<file path="config.mk">
export PLATFORM = sky130hd
export DESIGN_NAME = binary_point_record_unpacker
export DESIGN_NICKNAME = d
export VERILOG_FILES = /design/src/design/bpru_pkg.sv /design/src/design/bpru_front.sv /design/src/design/bpru_queue.sv /design/src/design/bpru_back.sv /design/src/design/binary_point_record_unpacker.sv
export SDC_FILE = /design/constraint.sdc
export NUM_CORES = 2
export LEC_CHECK = 0
export ABC_AREA = 1
export ABC_CLOCK_PERIOD_IN_PS = 14600
export BUFFER_PORTS_ARGS = -buffer_cell sky130_fd_sc_hd__buf_4
export CORE_MARGIN = 5
export CORE_UTILIZATION = 69
export CTS_BUF_LIST = sky130_fd_sc_hd__clkbuf_8
export CTS_CLUSTER_DIAMETER = 50
export DETAILED_ROUTE_END_ITERATION = 12
export PLACE_DENSITY_LB_ADDON = 0.3
export SLEW_MARGIN = 20
export SYNTH_ARGS = -nofsm -noshare
export SYNTH_HDL_FRONTEND = slang
export SYNTH_SLANG_ARGS = --single-unit
</file>
<file path="constraint.sdc">
create_clock -name clk -period 14.6 [get_ports clk]
set_input_delay 2.19 -clock clk [delete_from_list [all_inputs] [get_ports clk]]
set_output_delay 2.19 -clock clk [all_outputs]
set_load 0.02 [all_outputs]
</file>
<file path="src/design/bpru_pkg.sv">
// Package for the binary point record unpacker: types, codes and conversion helpers.
`timescale 1ns / 1ps
package bpru_pkg;

	localparam int MAX_RECORD_BYTES = 256;
	localparam int POS_W = $clog2(MAX_RECORD_BYTES);
	localparam int LEN_W = POS_W + 1;

	// Configuration register indexes
	localparam logic [2:0] REG_RECORD_BYTES = 3'd0;
	localparam logic [2:0] REG_X_OFFSET     = 3'd1;
	localparam logic [2:0] REG_Y_OFFSET     = 3'd2;
	localparam logic [2:0] REG_Z_OFFSET     = 3'd3;
	localparam logic [2:0] REG_X_FORMAT     = 3'd4;
	localparam logic [2:0] REG_Y_FORMAT     = 3'd5;
	localparam logic [2:0] REG_Z_FORMAT     = 3'd6;
	localparam logic [2:0] REG_POINT_COUNT  = 3'd7;

	// Field format codes
	localparam logic [2:0] FMT_I8  = 3'd0;
	localparam logic [2:0] FMT_I16 = 3'd1;
	localparam logic [2:0] FMT_I32 = 3'd2;
	localparam logic [2:0] FMT_U8  = 3'd3;
	localparam logic [2:0] FMT_U16 = 3'd4;
	localparam logic [2:0] FMT_U32 = 3'd5;
	localparam logic [2:0] FMT_F32 = 3'd6;
	localparam logic [2:0] FMT_NONE = 3'd7;

	localparam logic [10:0] EBASE_INT = 11'd1054;
	localparam logic [10:0] EBASE_SUB = 11'd905;
	localparam logic [10:0] EBIAS_F32 = 11'd896;

	// One completed record as passed from front to back
	typedef struct packed {
		logic [31:0] x_cap;
		logic [31:0] y_cap;
		logic [31:0] z_cap;
		logic [2:0]  x_fmt;
		logic [2:0]  y_fmt;
		logic [2:0]  z_fmt;
		logic        last;
	} rec_t;

	// One field after classification, before normalisation
	typedef struct packed {
		logic        use_norm;
		logic        sign;
		logic [31:0] mag;
		logic [4:0]  lz;
		logic [10:0] ebase;
		logic [63:0] direct;
	} fld_t;

	function automatic logic [2:0] field_size(input logic [2:0] fmt);
		logic [2:0] s;
		unique case (fmt)
			FMT_I8, FMT_U8:                    s = 3'd1;
			FMT_I16, FMT_U16:                  s = 3'd2;
			FMT_I32, FMT_U32, FMT_F32:         s = 3'd4;
			default:                           s = 3'd0;
		endcase
		return s;
	endfunction

	// Leading-zero count of a non-zero word; zero gives 31
	function automatic logic [4:0] lzc32(input logic [31:0] v);
		logic [4:0] r;
		r = 5'd31;
		for (int i = 0; i < 32; i++) begin
			if (v[i]) r = 5'(31 - i);
		end
		return r;
	endfunction

	// Classify one captured field
	function automatic fld_t prep(input logic [31:0] cap, input logic [2:0] fmt);
		fld_t f;
		logic signed [31:0] sv;
		logic [7:0] e;
		logic [22:0] m;
		f = '0;
		sv = '0;
		e = cap[30:23];
		m = cap[22:0];
		unique case (fmt)
			FMT_I8, FMT_I16, FMT_I32: begin
				if (fmt == FMT_I8) sv = 32'(signed'(cap[7:0]));
				else if (fmt == FMT_I16) sv = 32'(signed'(cap[15:0]));
				else sv = signed'(cap);
				f.sign = sv[31];
				f.mag = sv[31] ? 32'(-sv) : 32'(sv);
				f.use_norm = (f.mag != '0);
				f.ebase = EBASE_INT;
			end
			FMT_U8, FMT_U16, FMT_U32: begin
				if (fmt == FMT_U8) f.mag = {24'd0, cap[7:0]};
				else if (fmt == FMT_U16) f.mag = {16'd0, cap[15:0]};
				else f.mag = cap;
				f.use_norm = (f.mag != '0);
				f.ebase = EBASE_INT;
			end
			FMT_F32: begin
				f.sign = cap[31];
				f.ebase = EBASE_SUB;
				f.mag = {9'd0, m};
				if (e == 8'hFF) begin
					f.direct = {cap[31], 11'h7FF, (m != '0) ? (m | 23'h400000) : m, 29'd0};
				end else if (e == 8'd0) begin
					f.use_norm = (m != '0);
					f.direct = {cap[31], 63'd0};
				end else begin
					f.direct = {cap[31], 11'({3'd0, e}) + EBIAS_F32, m, 29'd0};
				end
			end
			default: f = '0;
		endcase
		f.lz = lzc32(f.mag);
		return f;
	endfunction

	// Finish one field: normalising shift and exponent
	function automatic logic [63:0] finish(input fld_t f);
		logic [31:0] sh;
		sh = f.mag << f.lz;
		if (f.use_norm) return {f.sign, f.ebase - 11'(f.lz), sh[30:0], 21'd0};
		return f.direct;
	endfunction

endpackage

</file>
<file path="src/design/bpru_front.sv">
// Front end: configuration registers, byte position tracking and field capture.
`timescale 1ns / 1ps
module bpru_front (
	input  logic              clk,
	input  logic              arst_n,
	input  logic              cfg_we,
	input  logic [2:0]        cfg_index,
	input  logic [31:0]       cfg_data,
	input  logic              in_valid,
	output logic              in_stall,
	input  logic [7:0]        data_byte,
	output logic              push,
	output bpru_pkg::rec_t    push_rec,
	input  logic              q_full
);
	import bpru_pkg::*;

	logic [8:0]       record_bytes_q;
	logic [7:0]       x_offset_q, y_offset_q, z_offset_q;
	logic [2:0]       x_format_q, y_format_q, z_format_q;
	logic [31:0]      point_count_q;
	logic [POS_W-1:0] pos_q;
	logic [31:0]      x_cap_q, y_cap_q, z_cap_q;
	logic [31:0]      done_q;
	logic             all_done_q;

	logic [LEN_W-1:0] len;
	logic             active, take, rec_end, last;
	logic [31:0]      x_nx, y_nx, z_nx, done_nx;

	// A field byte is merged into its capture word when the position falls in it
	function automatic logic [31:0] grab(input logic [31:0] cap, input logic [7:0] off,
			input logic [2:0] fmt, input logic [POS_W-1:0] pos, input logic [7:0] b);
		logic [31:0] c;
		logic [POS_W-1:0] d;
		c = cap;
		d = pos - POS_W'(off);
		if ({1'b0, pos} >= (POS_W+1)'(off) && {1'b0, d} < (POS_W+1)'(field_size(fmt)))
			c = c | (32'(b) << {d[1:0], 3'b000});
		return c;
	endfunction

	// Effective record length, clamped to the supported range
	always_comb begin
		if (record_bytes_q == '0) len = LEN_W'(1);
		else if (32'(record_bytes_q) > MAX_RECORD_BYTES) len = LEN_W'(MAX_RECORD_BYTES);
		else len = LEN_W'(record_bytes_q);
	end

	assign in_stall = q_full;
	assign take     = in_valid && !in_stall;
	assign active   = !all_done_q && point_count_q != '0 && done_q < point_count_q;
	assign rec_end  = (LEN_W'(pos_q) + LEN_W'(1)) >= len;
	assign done_nx  = done_q + 32'd1;
	assign last     = done_nx == point_count_q;

	// Captures restart with the first byte of every record
	always_comb begin
		x_nx = grab((pos_q == '0) ? '0 : x_cap_q, x_offset_q, x_format_q, pos_q, data_byte);
		y_nx = grab((pos_q == '0) ? '0 : y_cap_q, y_offset_q, y_format_q, pos_q, data_byte);
		z_nx = grab((pos_q == '0) ? '0 : z_cap_q, z_offset_q, z_format_q, pos_q, data_byte);
	end

	assign push = take && active && rec_end;
	always_comb begin
		push_rec.x_cap = x_nx;
		push_rec.y_cap = y_nx;
		push_rec.z_cap = z_nx;
		push_rec.x_fmt = x_format_q;
		push_rec.y_fmt = y_format_q;
		push_rec.z_fmt = z_format_q;
		push_rec.last  = last;
	end

	// Configuration writes
	always_ff @(posedge clk or negedge arst_n) begin
		if (!arst_n) begin
			record_bytes_q <= 9'd12;
			x_offset_q <= 8'd0;
			y_offset_q <= 8'd4;
			z_offset_q <= 8'd8;
			x_format_q <= FMT_F32;
			y_format_q <= FMT_F32;
			z_format_q <= FMT_F32;
			point_count_q <= 32'd1;
		end else if (cfg_we) begin
			unique case (cfg_index)
				REG_RECORD_BYTES: record_bytes_q <= cfg_data[8:0];
				REG_X_OFFSET:     x_offset_q <= cfg_data[7:0];
				REG_Y_OFFSET:     y_offset_q <= cfg_data[7:0];
				REG_Z_OFFSET:     z_offset_q <= cfg_data[7:0];
				REG_X_FORMAT:     x_format_q <= cfg_data[2:0];
				REG_Y_FORMAT:     y_format_q <= cfg_data[2:0];
				REG_Z_FORMAT:     z_format_q <= cfg_data[2:0];
				REG_POINT_COUNT:  point_count_q <= cfg_data;
				default: ;
			endcase
		end
	end

	// Record position and counters
	always_ff @(posedge clk or negedge arst_n) begin
		if (!arst_n) begin
			pos_q <= '0;
			x_cap_q <= '0;
			y_cap_q <= '0;
			z_cap_q <= '0;
			done_q <= '0;
			all_done_q <= 1'b0;
		end else if (take && active) begin
			x_cap_q <= x_nx;
			y_cap_q <= y_nx;
			z_cap_q <= z_nx;
			if (rec_end) begin
				pos_q <= '0;
				done_q <= done_nx;
				if (last) all_done_q <= 1'b1;
			end else begin
				pos_q <= pos_q + POS_W'(1);
			end
		end
	end

endmodule

</file>
<file path="src/design/bpru_queue.sv">
// Two-entry queue of completed records between the front and back ends.
`timescale 1ns / 1ps
module bpru_queue (
	input  logic           clk,
	input  logic           arst_n,
	input  logic           push,
	input  bpru_pkg::rec_t push_rec,
	output logic           full,
	input  logic           pop,
	output logic           q_valid,
	output bpru_pkg::rec_t head
);
	import bpru_pkg::*;

	rec_t       ent_q [2];
	logic       wr_q, rd_q;
	logic [1:0] cnt_q;

	assign full    = cnt_q == 2'd2;
	assign q_valid = cnt_q != 2'd0;
	assign head    = ent_q[rd_q];

	// Entry storage
	always_ff @(posedge clk) begin
		if (push) ent_q[wr_q] <= push_rec;
	end

	// Pointers and fill count
	always_ff @(posedge clk or negedge arst_n) begin
		if (!arst_n) begin
			wr_q <= 1'b0;
			rd_q <= 1'b0;
			cnt_q <= 2'd0;
		end else begin
			if (push) wr_q <= !wr_q;
			if (pop) rd_q <= !rd_q;
			cnt_q <= cnt_q + 2'(push) - 2'(pop);
		end
	end

endmodule

</file>
<file path="src/design/bpru_back.sv">
// Back end: two-stage conversion of captured fields to double bit patterns.
`timescale 1ns / 1ps
module bpru_back (
	input  logic           clk,
	input  logic           arst_n,
	input  logic           q_valid,
	input  bpru_pkg::rec_t head,
	output logic           pop,
	output logic           out_valid,
	input  logic           out_stall,
	output logic [63:0]    x_bits,
	output logic [63:0]    y_bits,
	output logic [63:0]    z_bits,
	output logic           last_point
);
	import bpru_pkg::*;

	fld_t x_s1, y_s1, z_s1;
	logic last_s1, valid_s1;
	logic out_free, take_s1;

	assign out_free = !out_valid || !out_stall;
	assign take_s1  = !valid_s1 || out_free;
	assign pop      = q_valid && take_s1;

	// Stage one: classification and leading-zero count
	always_ff @(posedge clk) begin
		if (pop) begin
			x_s1 <= prep(head.x_cap, head.x_fmt);
			y_s1 <= prep(head.y_cap, head.y_fmt);
			z_s1 <= prep(head.z_cap, head.z_fmt);
			last_s1 <= head.last;
		end
	end

	// Stage two: normalising shift into the output register
	always_ff @(posedge clk) begin
		if (valid_s1 && out_free) begin
			x_bits <= finish(x_s1);
			y_bits <= finish(y_s1);
			z_bits <= finish(z_s1);
			last_point <= last_s1;
		end
	end

	// Stage valid flags
	always_ff @(posedge clk or negedge arst_n) begin
		if (!arst_n) begin
			valid_s1 <= 1'b0;
			out_valid <= 1'b0;
		end else begin
			if (take_s1) valid_s1 <= q_valid;
			if (out_free) out_valid <= valid_s1;
		end
	end

endmodule

</file>
<file path="src/design/binary_point_record_unpacker.sv">
// Top level of the binary point record unpacker.
// Usage:
// Bytes of the binary data section enter on data_byte with in_valid; a byte
// transfers at a clock edge where in_valid is high and in_stall is low.
// One point per complete record leaves on x_bits, y_bits, z_bits and
// last_point with out_valid, transferring where out_stall is low.
// Configuration is written through cfg_we, cfg_index and cfg_data while idle.
// Throughput is one byte per cycle while in_stall is low; the record counter
// and capture logic in the front end take a byte each cycle unless stalled.
// From the transfer of a record's final byte, the record enters the queue at
// that edge, then passes the classification stage and the normalising shift
// stage into the output register, which raises out_valid.
// When the receiver stalls, the output register holds, the pipeline fills and
// the two-entry queue absorbs records; in_stall rises only when it is full.
// Reset restores the default configuration and clears position, counters and
// all pipeline flags at once. After the last record further bytes are
// transferred and dropped until reset.
`timescale 1ns / 1ps
module binary_point_record_unpacker (
	input  logic        clk,
	input  logic        arst_n,
	input  logic        cfg_we,
	input  logic [2:0]  cfg_index,
	input  logic [31:0] cfg_data,
	input  logic        in_valid,
	output logic        in_stall,
	input  logic [7:0]  data_byte,
	output logic        out_valid,
	input  logic        out_stall,
	output logic [63:0] x_bits,
	output logic [63:0] y_bits,
	output logic [63:0] z_bits,
	output logic        last_point
);
	import bpru_pkg::*;

	logic push, full, pop, q_valid;
	rec_t push_rec, head;

	bpru_front u_front (
		.clk(clk), .arst_n(arst_n),
		.cfg_we(cfg_we), .cfg_index(cfg_index), .cfg_data(cfg_data),
		.in_valid(in_valid), .in_stall(in_stall), .data_byte(data_byte),
		.push(push), .push_rec(push_rec), .q_full(full)
	);

	bpru_queue u_queue (
		.clk(clk), .arst_n(arst_n),
		.push(push), .push_rec(push_rec), .full(full),
		.pop(pop), .q_valid(q_valid), .head(head)
	);

	bpru_back u_back (
		.clk(clk), .arst_n(arst_n),
		.q_valid(q_valid), .head(head), .pop(pop),
		.out_valid(out_valid), .out_stall(out_stall),
		.x_bits(x_bits), .y_bits(y_bits), .z_bits(z_bits), .last_point(last_point)
	);

endmodule
</file>
-- Yosys cells after proc, flatten, opt, wreduce, memory -nomap -nowiden
Memories as Yosys holds them, arrays and structs flattened.
Cells that the tools add are included.
- bitwise gates (word level): 6
- multiplexer cells: 173
- add/subtract/negate cells: 17
- shifts and indexed selects: 6
- $lt $le $gt $ge: 9
- reductions and logical operators: 85
- equality and inequality tests: 48
- operators with widths (operator ; count):
    $mux W32 ; 36
    $mux W64 ; 6
    $mux W63 ; 6
    $pmux W32 S3 ; 3
    $reduce_bool A32 Y1 ; 7
    $mux W4 ; 48
    $neg A32 Y32 ; 3
    $or A32 B32 Y32 ; 3
    $shl A32 B5 Y31 ; 3
    $shl A8 B5 Y32 ; 3
    $mux W3 ; 24
    $mux W23 ; 3
    $reduce_bool A23 Y1 ; 3
    $eq A3 B3 Y1 const B ; 22
    $pmux W11 S2 ; 3
    $reduce_or A16 Y1 ; 3
    $eq A3 B2 Y1 const B ; 14
    $add A8 B10 Y11 const B ; 3
    $sub A11 B5 Y11 ; 3
    $add A32 B1 Y32 const B ; 1
    $eq A32 B32 Y1 ; 1
    $logic_not A8 Y1 ; 4
    $lt A32 B32 Y1 ; 1
    $pmux W3 S3 ; 3
    32 further kinds ; 138
- bits of input ports: 48
- output and inout port bits: 195
- logic and storage cells: 402
- memories kept: 1
- register bits after elaboration: 753
- bits in writable memories: 212
- memory list (memory ; words ; width ; rd ports ; clocked after Yosys merged registers in ; wr ports ; line ; source):
    u_queue.ent_q ; 2 ; 106 ; 1 ; 0 ; 1 ; bpru_queue.sv:15 ; rec_t ent_q [2];

-- Depth between registers and ports, before layout
An unclocked memory read counts as a cell.
- depth in word-level cells: 40
- mapped depth: 43
- depth with buffers taken out: 41

-- Modules after synthesis
From an unflattened synthesis, not the netlist that was laid out.
- cell total of the unflattened synthesis: 5756
- area, all modules: 46213.1 sq um
- by module, submodules not included (module ; cells each ; seq. area each (sq um) ; times used ; area each (sq um)):
    bpru_back ; 3081 ; 10650.2 ; 1 ; 23806.6
    bpru_front ; 2097 ; 5293.8 ; 1 ; 14340.0
    bpru_queue ; 578 ; 6466.2 ; 1 ; 8066.5

-- Least setup slack after synthesis
Ideal clock, no wire load.
- path type: input port to flip-flop
- start: in out_stall
- end: reg u_back.last_point, enable pin
- path slack: 6.222 ns
- buffers on the path: 0
- setup time: 0.624 ns
- required time: 13.976 ns
- arrival: 7.754 ns
- stages: 3
- path through: nand2_1 inv_1 nor2_1
- word-level cells in the longest chain between the ends: 3
- RTL lines (what ; line ; source):
    start, declared ; binary_point_record_unpacker.sv:29 ; input logic out_stall,
    $logic_not A1 Y1 ; bpru_back.sv:22 ; assign out_free = !out_valid || !out_stall;
    $logic_or A1 B1 Y1 ; bpru_back.sv:22 ;
    $logic_and A1 B1 Y1 ; bpru_back.sv:38 ; if (valid_s1 && out_free) begin
    end signal, assigned ; bpru_back.sv:42 ; last_point <= last_s1;
    end, declared ; bpru_back.sv:14 ; output logic last_point
No other way between the ends.
A chain may end at the register's enable or synchronous reset.

-- Worst setup path after layout
- start: reg u_front.point_count_q[1]
- end: mem u_queue.ent_q[1][36] (netlist bit), enable pin
- word-level cells in the longest chain between the ends: 7
- elaborated cells between the ends (all ways): 8
- those cells by class: order compare: 1; mux: 2; reduce/logical: 5
- RTL lines (what ; line ; source):
    start, declared ; bpru_front.sv:21 ; logic [31:0] point_count_q;
    start signal, assigned ; bpru_front.sv:95 ; REG_POINT_COUNT: point_count_q <= cfg_data;
    parallel branches: the longest is 2 deep, another holds $lt A32 B32 Y1 ; n/a ;
    $logic_and A1 B1 Y1 * ; bpru_front.sv:52 ; assign active = !all_done_q && point_count_q != '0 && done_q < point_count_q;
    $logic_and A1 B1 Y1 * (2 in series) ; bpru_front.sv:64 ; assign push = take && active && rec_end;
    $mux W1 * ; bpru_queue.sv:25 ; if (push) ent_q[wr_q] <= push_rec;
    $mux W1 (implied by the code) * ; bpru_queue.sv:25 ;
    end, declared ; bpru_queue.sv:15 ;
Every way passes the cells marked *.

==> impl_summary.log <==
INFO  metric worst_skew_pair.late_latency = 0.77 ns
INFO  metric io_buffers = 179
INFO  metric io_pins = between 200 and 250
INFO  metric number_of_flops_mapped_to_enable_cells_by_yosys = 565
INFO  metric drt_pre_antenna_iters = 7
INFO  metric grt_remaining_overflow = 0
INFO  metric cts-buffers-inserted = approximately 120
INFO  metric critical-path-max-stage-delay = roughly 0.76 ns
INFO  metric fin_tns_setup = 0 ns
INFO  metric synth.cell_area = about 44000 µm²
INFO  metric detailedPlace.worstSlack = roughly 8.7 ns
INFO  metric critPathMaxFanout = 92
INFO  metric routabilityCongestion = 0.974
INFO  metric number_of_global_route_vias_before_repair = 34500
INFO  metric dpl-instance-area = between 40000 and 50000 µm²
INFO  metric detail-route-antenna-nets = 0
INFO  metric std_cell_rows = between 90 and 100
INFO  metric fillers = 4664
INFO  metric finalInstanceArea = 48300 µm²
INFO  metric worstPathCellList = inv_1 > ha_1 > inv_1 > nor2_1 > o211ai_1 > a21oi_1 > a2111oi_0 > o221a_2 > o221ai_1 > nand4_1 > o2111ai_1 > nand4_1 > nand2_1 > inv_4 > nand2_2 > buf_4 > nor2_4 > buf_4 > buf_4
INFO  metric synth_top_cell_by_area = sky130_fd_sc_hd__edfxtp_1
INFO  metric outcome = completed
INFO  metric vias = 36700
INFO  metric grt_pass1_wl = 179000 µm
INFO  metric synth_top_area_share = 0.382
INFO  metric fin_crit_sh = 0.390
INFO  metric finalWirelength = 112000 µm
INFO  metric static-leakage-power = 21.4 nW
INFO  metric synth_seq_area_share = 0.505
INFO  metric vias_per_cell = between 5 and 6
INFO  metric numClockSinks = about 800
INFO  metric critical_path_class = flop to flop
INFO  metric largest_net_degree_at_the_start_of_global_routing = 107
INFO  metric critical_path.reg2reg.startpoint = u_front.point_count_q[1]
INFO  metric setup-violations-final = 0
INFO  metric area.growth.synth_to_final = 8.85%
INFO  metric fin_nets = roughly 5400
INFO  metric gr-usage-all-layers = 0.313
INFO  metric postSynthAreaPerCell = 8.62 µm²
INFO  metric timing.critical_path.max_delay_family = buffers and inverters
INFO  metric drive_above_1_share = 0.115
INFO  metric setup_repair_after_global_routing_missed_its_margin = false
INFO  metric clock-root-buffer = sky130_fd_sc_hd__clkbuf_8
INFO  metric cts_repair_resize_count = 0
INFO  metric hpwlAfterDp = between 70000 and 80000 µm
INFO  metric path_depth = 19
INFO  metric period_minus_slack = roughly 5.7 ns
INFO  metric postSynthCellCount = between 5000 and 6000
INFO  metric clockBufferDepth = 3
INFO  metric die_width = roughly 260 µm
INFO  metric async_sr_flop_fraction = 0.277
INFO  metric design_power_total = about 11 mW
INFO  metric synth_warnings = 0
INFO  metric final-hold-violation-count = 0
INFO  metric clkTransAtPathRegs = approximately 0.070 ns
INFO  metric number_of_antenna_violations_at_the_first_check_in_global_routing = 1
INFO  metric power_density = ~230 nW/µm²
INFO  metric post-cts-setup-buffer-count = 0
INFO  metric number_of_buffers_added_to_fix_hold_violations_after_cts = 0
INFO  metric critical_path.n_buffers_inverters = 6
INFO  metric timing.fmax = 176 MHz
INFO  metric setup.worst_path.end_class = flop
INFO  metric cp_startpoint_kind = flop
INFO  metric post_synth_num_cell_types = 76
INFO  metric wire_per_inst = 18.0 µm
INFO  metric die_area = around 70000 µm²
INFO  metric slew_violations = 0
INFO  metric synth-seq-cells = 782
INFO  metric clock_h_tree_levels = 3
INFO  metric fin_skew = between 0.03 and 0.04 ns
INFO  metric hold_ws = approximately 0.43 ns
INFO  metric regToRegEndpoint = u_queue.ent_q[1][36]
INFO  metric maxCapViolations = 0
INFO  metric crit_arrival = around 6.1 ns
INFO  metric slew_limit_headroom = 0.231
INFO  metric floorplan.die.height = approximately 260 µm
INFO  metric worst_hold_startpoint = u_back.last_s1
INFO  metric multi_input_comb_area = 18400 µm²
INFO  metric area.sequential = approximately 22000 µm²
INFO  metric total_core_area = 64100 µm²
INFO  metric cp_slowest_cell = sky130_fd_sc_hd__buf_4
INFO  metric initial_core_util = 0.693
INFO  metric hold_path.class = flop to flop
INFO  metric detailedRoute.firstIterationViolations = around 4300
INFO  metric max_slew.worst_pin.slew = 1.15 ns
INFO  metric drt_drc_violations_left = 0
INFO  metric timing.critical_path.from = u_front.point_count_q[1]
INFO  metric required = 14.98 ns
INFO  metric cp_common_cell = sky130_fd_sc_hd__buf_4
INFO  metric ir_worst_vdd = 154 µV
INFO  metric crit_end = u_queue.ent_q[1][36]
INFO  metric post_synth_main_area_contributors = sky130_fd_sc_hd__edfxtp_1 (38%), sky130_fd_sc_hd__dfrtp_1 (12%), sky130_fd_sc_hd__nand2_1 (10%)
INFO  metric tritoncts = yes
INFO  metric ys_dominant_reg_cell = sky130_fd_sc_hd__edfxtp_1
INFO  metric rr_worst_depth = 19
INFO  metric fin_ws = 8.91 ns
INFO  metric slack_of_the_worst_reg_to_reg_path = between 8 and 9 ns
-- layout by cell type (no fill, tap or decap), types with 11 or more instances in the layout --
cell type                  count
sky130_fd_sc_hd__nand2_1    1185
sky130_fd_sc_hd__inv_1       575
sky130_fd_sc_hd__edfxtp_1    565
sky130_fd_sc_hd__o21ai_0     509
sky130_fd_sc_hd__nor2_1      394
sky130_fd_sc_hd__nand3_1     277
sky130_fd_sc_hd__buf_4       215
sky130_fd_sc_hd__dfrtp_1     205
sky130_fd_sc_hd__o22ai_1     136
sky130_fd_sc_hd__clkbuf_8    130
sky130_fd_sc_hd__xor2_1      127
sky130_fd_sc_hd__a21oi_1     109
sky130_fd_sc_hd__ha_1         94
sky130_fd_sc_hd__conb_1       63
sky130_fd_sc_hd__o21ai_1      62
sky130_fd_sc_hd__or2_2        54
sky130_fd_sc_hd__nand4_1      54
sky130_fd_sc_hd__inv_2        54
sky130_fd_sc_hd__clkinv_1     51
sky130_fd_sc_hd__nor3_1       36
sky130_fd_sc_hd__o211ai_1     36
sky130_fd_sc_hd__nor4_1       34
sky130_fd_sc_hd__mux2i_1      34
sky130_fd_sc_hd__or2_1        33
sky130_fd_sc_hd__o221ai_1     32
sky130_fd_sc_hd__xnor2_1      29
sky130_fd_sc_hd__o21ai_2      27
sky130_fd_sc_hd__a31oi_1      26
sky130_fd_sc_hd__clkinv_2     24
sky130_fd_sc_hd__nand2_2      15
sky130_fd_sc_hd__nor2_2       15
sky130_fd_sc_hd__a211oi_1     14
sky130_fd_sc_hd__dfstp_2      11
-- per-stage QoR --
step           instances  utilization
2_1_floorplan       5216            -
3_3_place_gp        5992        0.716
3_5_place_dp        5992        0.716
4_1_cts             6222        0.754
5_1_grt             6223        0.754
6_report            6223        0.754
-- power breakdown --
group,switching [mW],internal [mW]
Sequential,0.315,3.26
Clock,0.885,0.950
Combinational,3.78,1.73
-- synthesized netlist by cell type (54+ instances only) --
cell type                  instances
sky130_fd_sc_hd__edfxtp_1        565
sky130_fd_sc_hd__inv_1           550
sky130_fd_sc_hd__inv_2            54
sky130_fd_sc_hd__ha_1             94
sky130_fd_sc_hd__a21oi_1         109
sky130_fd_sc_hd__buf_4            64
sky130_fd_sc_hd__nand2_1        1186
sky130_fd_sc_hd__clkbuf_1        190
sky130_fd_sc_hd__nand3_1         277
sky130_fd_sc_hd__o21ai_1          62
sky130_fd_sc_hd__nor2_1          398
sky130_fd_sc_hd__o21ai_0         509
sky130_fd_sc_hd__xor2_1          127
sky130_fd_sc_hd__dfrtp_1         206
sky130_fd_sc_hd__or2_2            54
sky130_fd_sc_hd__nand4_1          54
sky130_fd_sc_hd__o22ai_1         136
-- registers in the layout, indices dropped and copies added (netlist names), 9 cells and up --
name / flops
u_front.y_cap_q: 32
u_front.record_bytes_q: 9
u_back.z_bits: 43
u_queue.ent_q: 212
u_back.y_s1: 74
u_front.point_count_q: 32
u_back.z_s1: 74
u_front.done_q: 32
u_back.x_s1: 74
u_front.x_cap_q: 32
u_front.z_cap_q: 32
u_back.y_bits: 43
u_back.x_bits: 43
-- cells by family (layout without fill, tap and decap cells) --
kind of cell	after synthesis	after routing	share of synthesized area
adder cells (fa/ha/maj)	100	100	0.0292
multiplexers	35	35	0.00817
buffers and inverters	919	1070	0.0862
AND/OR/NAND/NOR	2144	2144	0.207
other	1	64	0.0000844
XOR/XNOR	157	157	0.0311
AO/OA/AOI/OAI	1016	1016	0.133
flip-flops	782	782	0.505
-- layer usage --
metal	global-route usage	part of all wire	vias up
li1	-	-	17500
met1	0.435	0.41	17100
met2	0.510	0.47	1793
met3	0.0479	0.083	287
met4	0.108	0.032	0
met5	0	0	-
-- area by class of cell --
type	instances	area share
antenna	1	0.0000518
clock buffer	130	0.0370
clock inverter	100	0.0131
inverter	624	0.0488
multi-input combinational	3515	0.381
sequential	782	0.464
tap	855	0.0221
timing repair buffer	216	0.0337
-- how the worst min path moves through the flow --
stage                                    to  slack, ns  depth (start not counted)
after global routing      u_back.last_point       0.45                          0
after global placement    u_back.last_point       0.41                          0
after floorplan           u_back.last_point       0.40                          0
final                     u_back.last_point       0.43                          0
after detailed placement  u_back.last_point       0.43                          0
after CTS                 u_back.last_point       0.43                          0
Note: power is estimated with default switching activity, not from simulation.
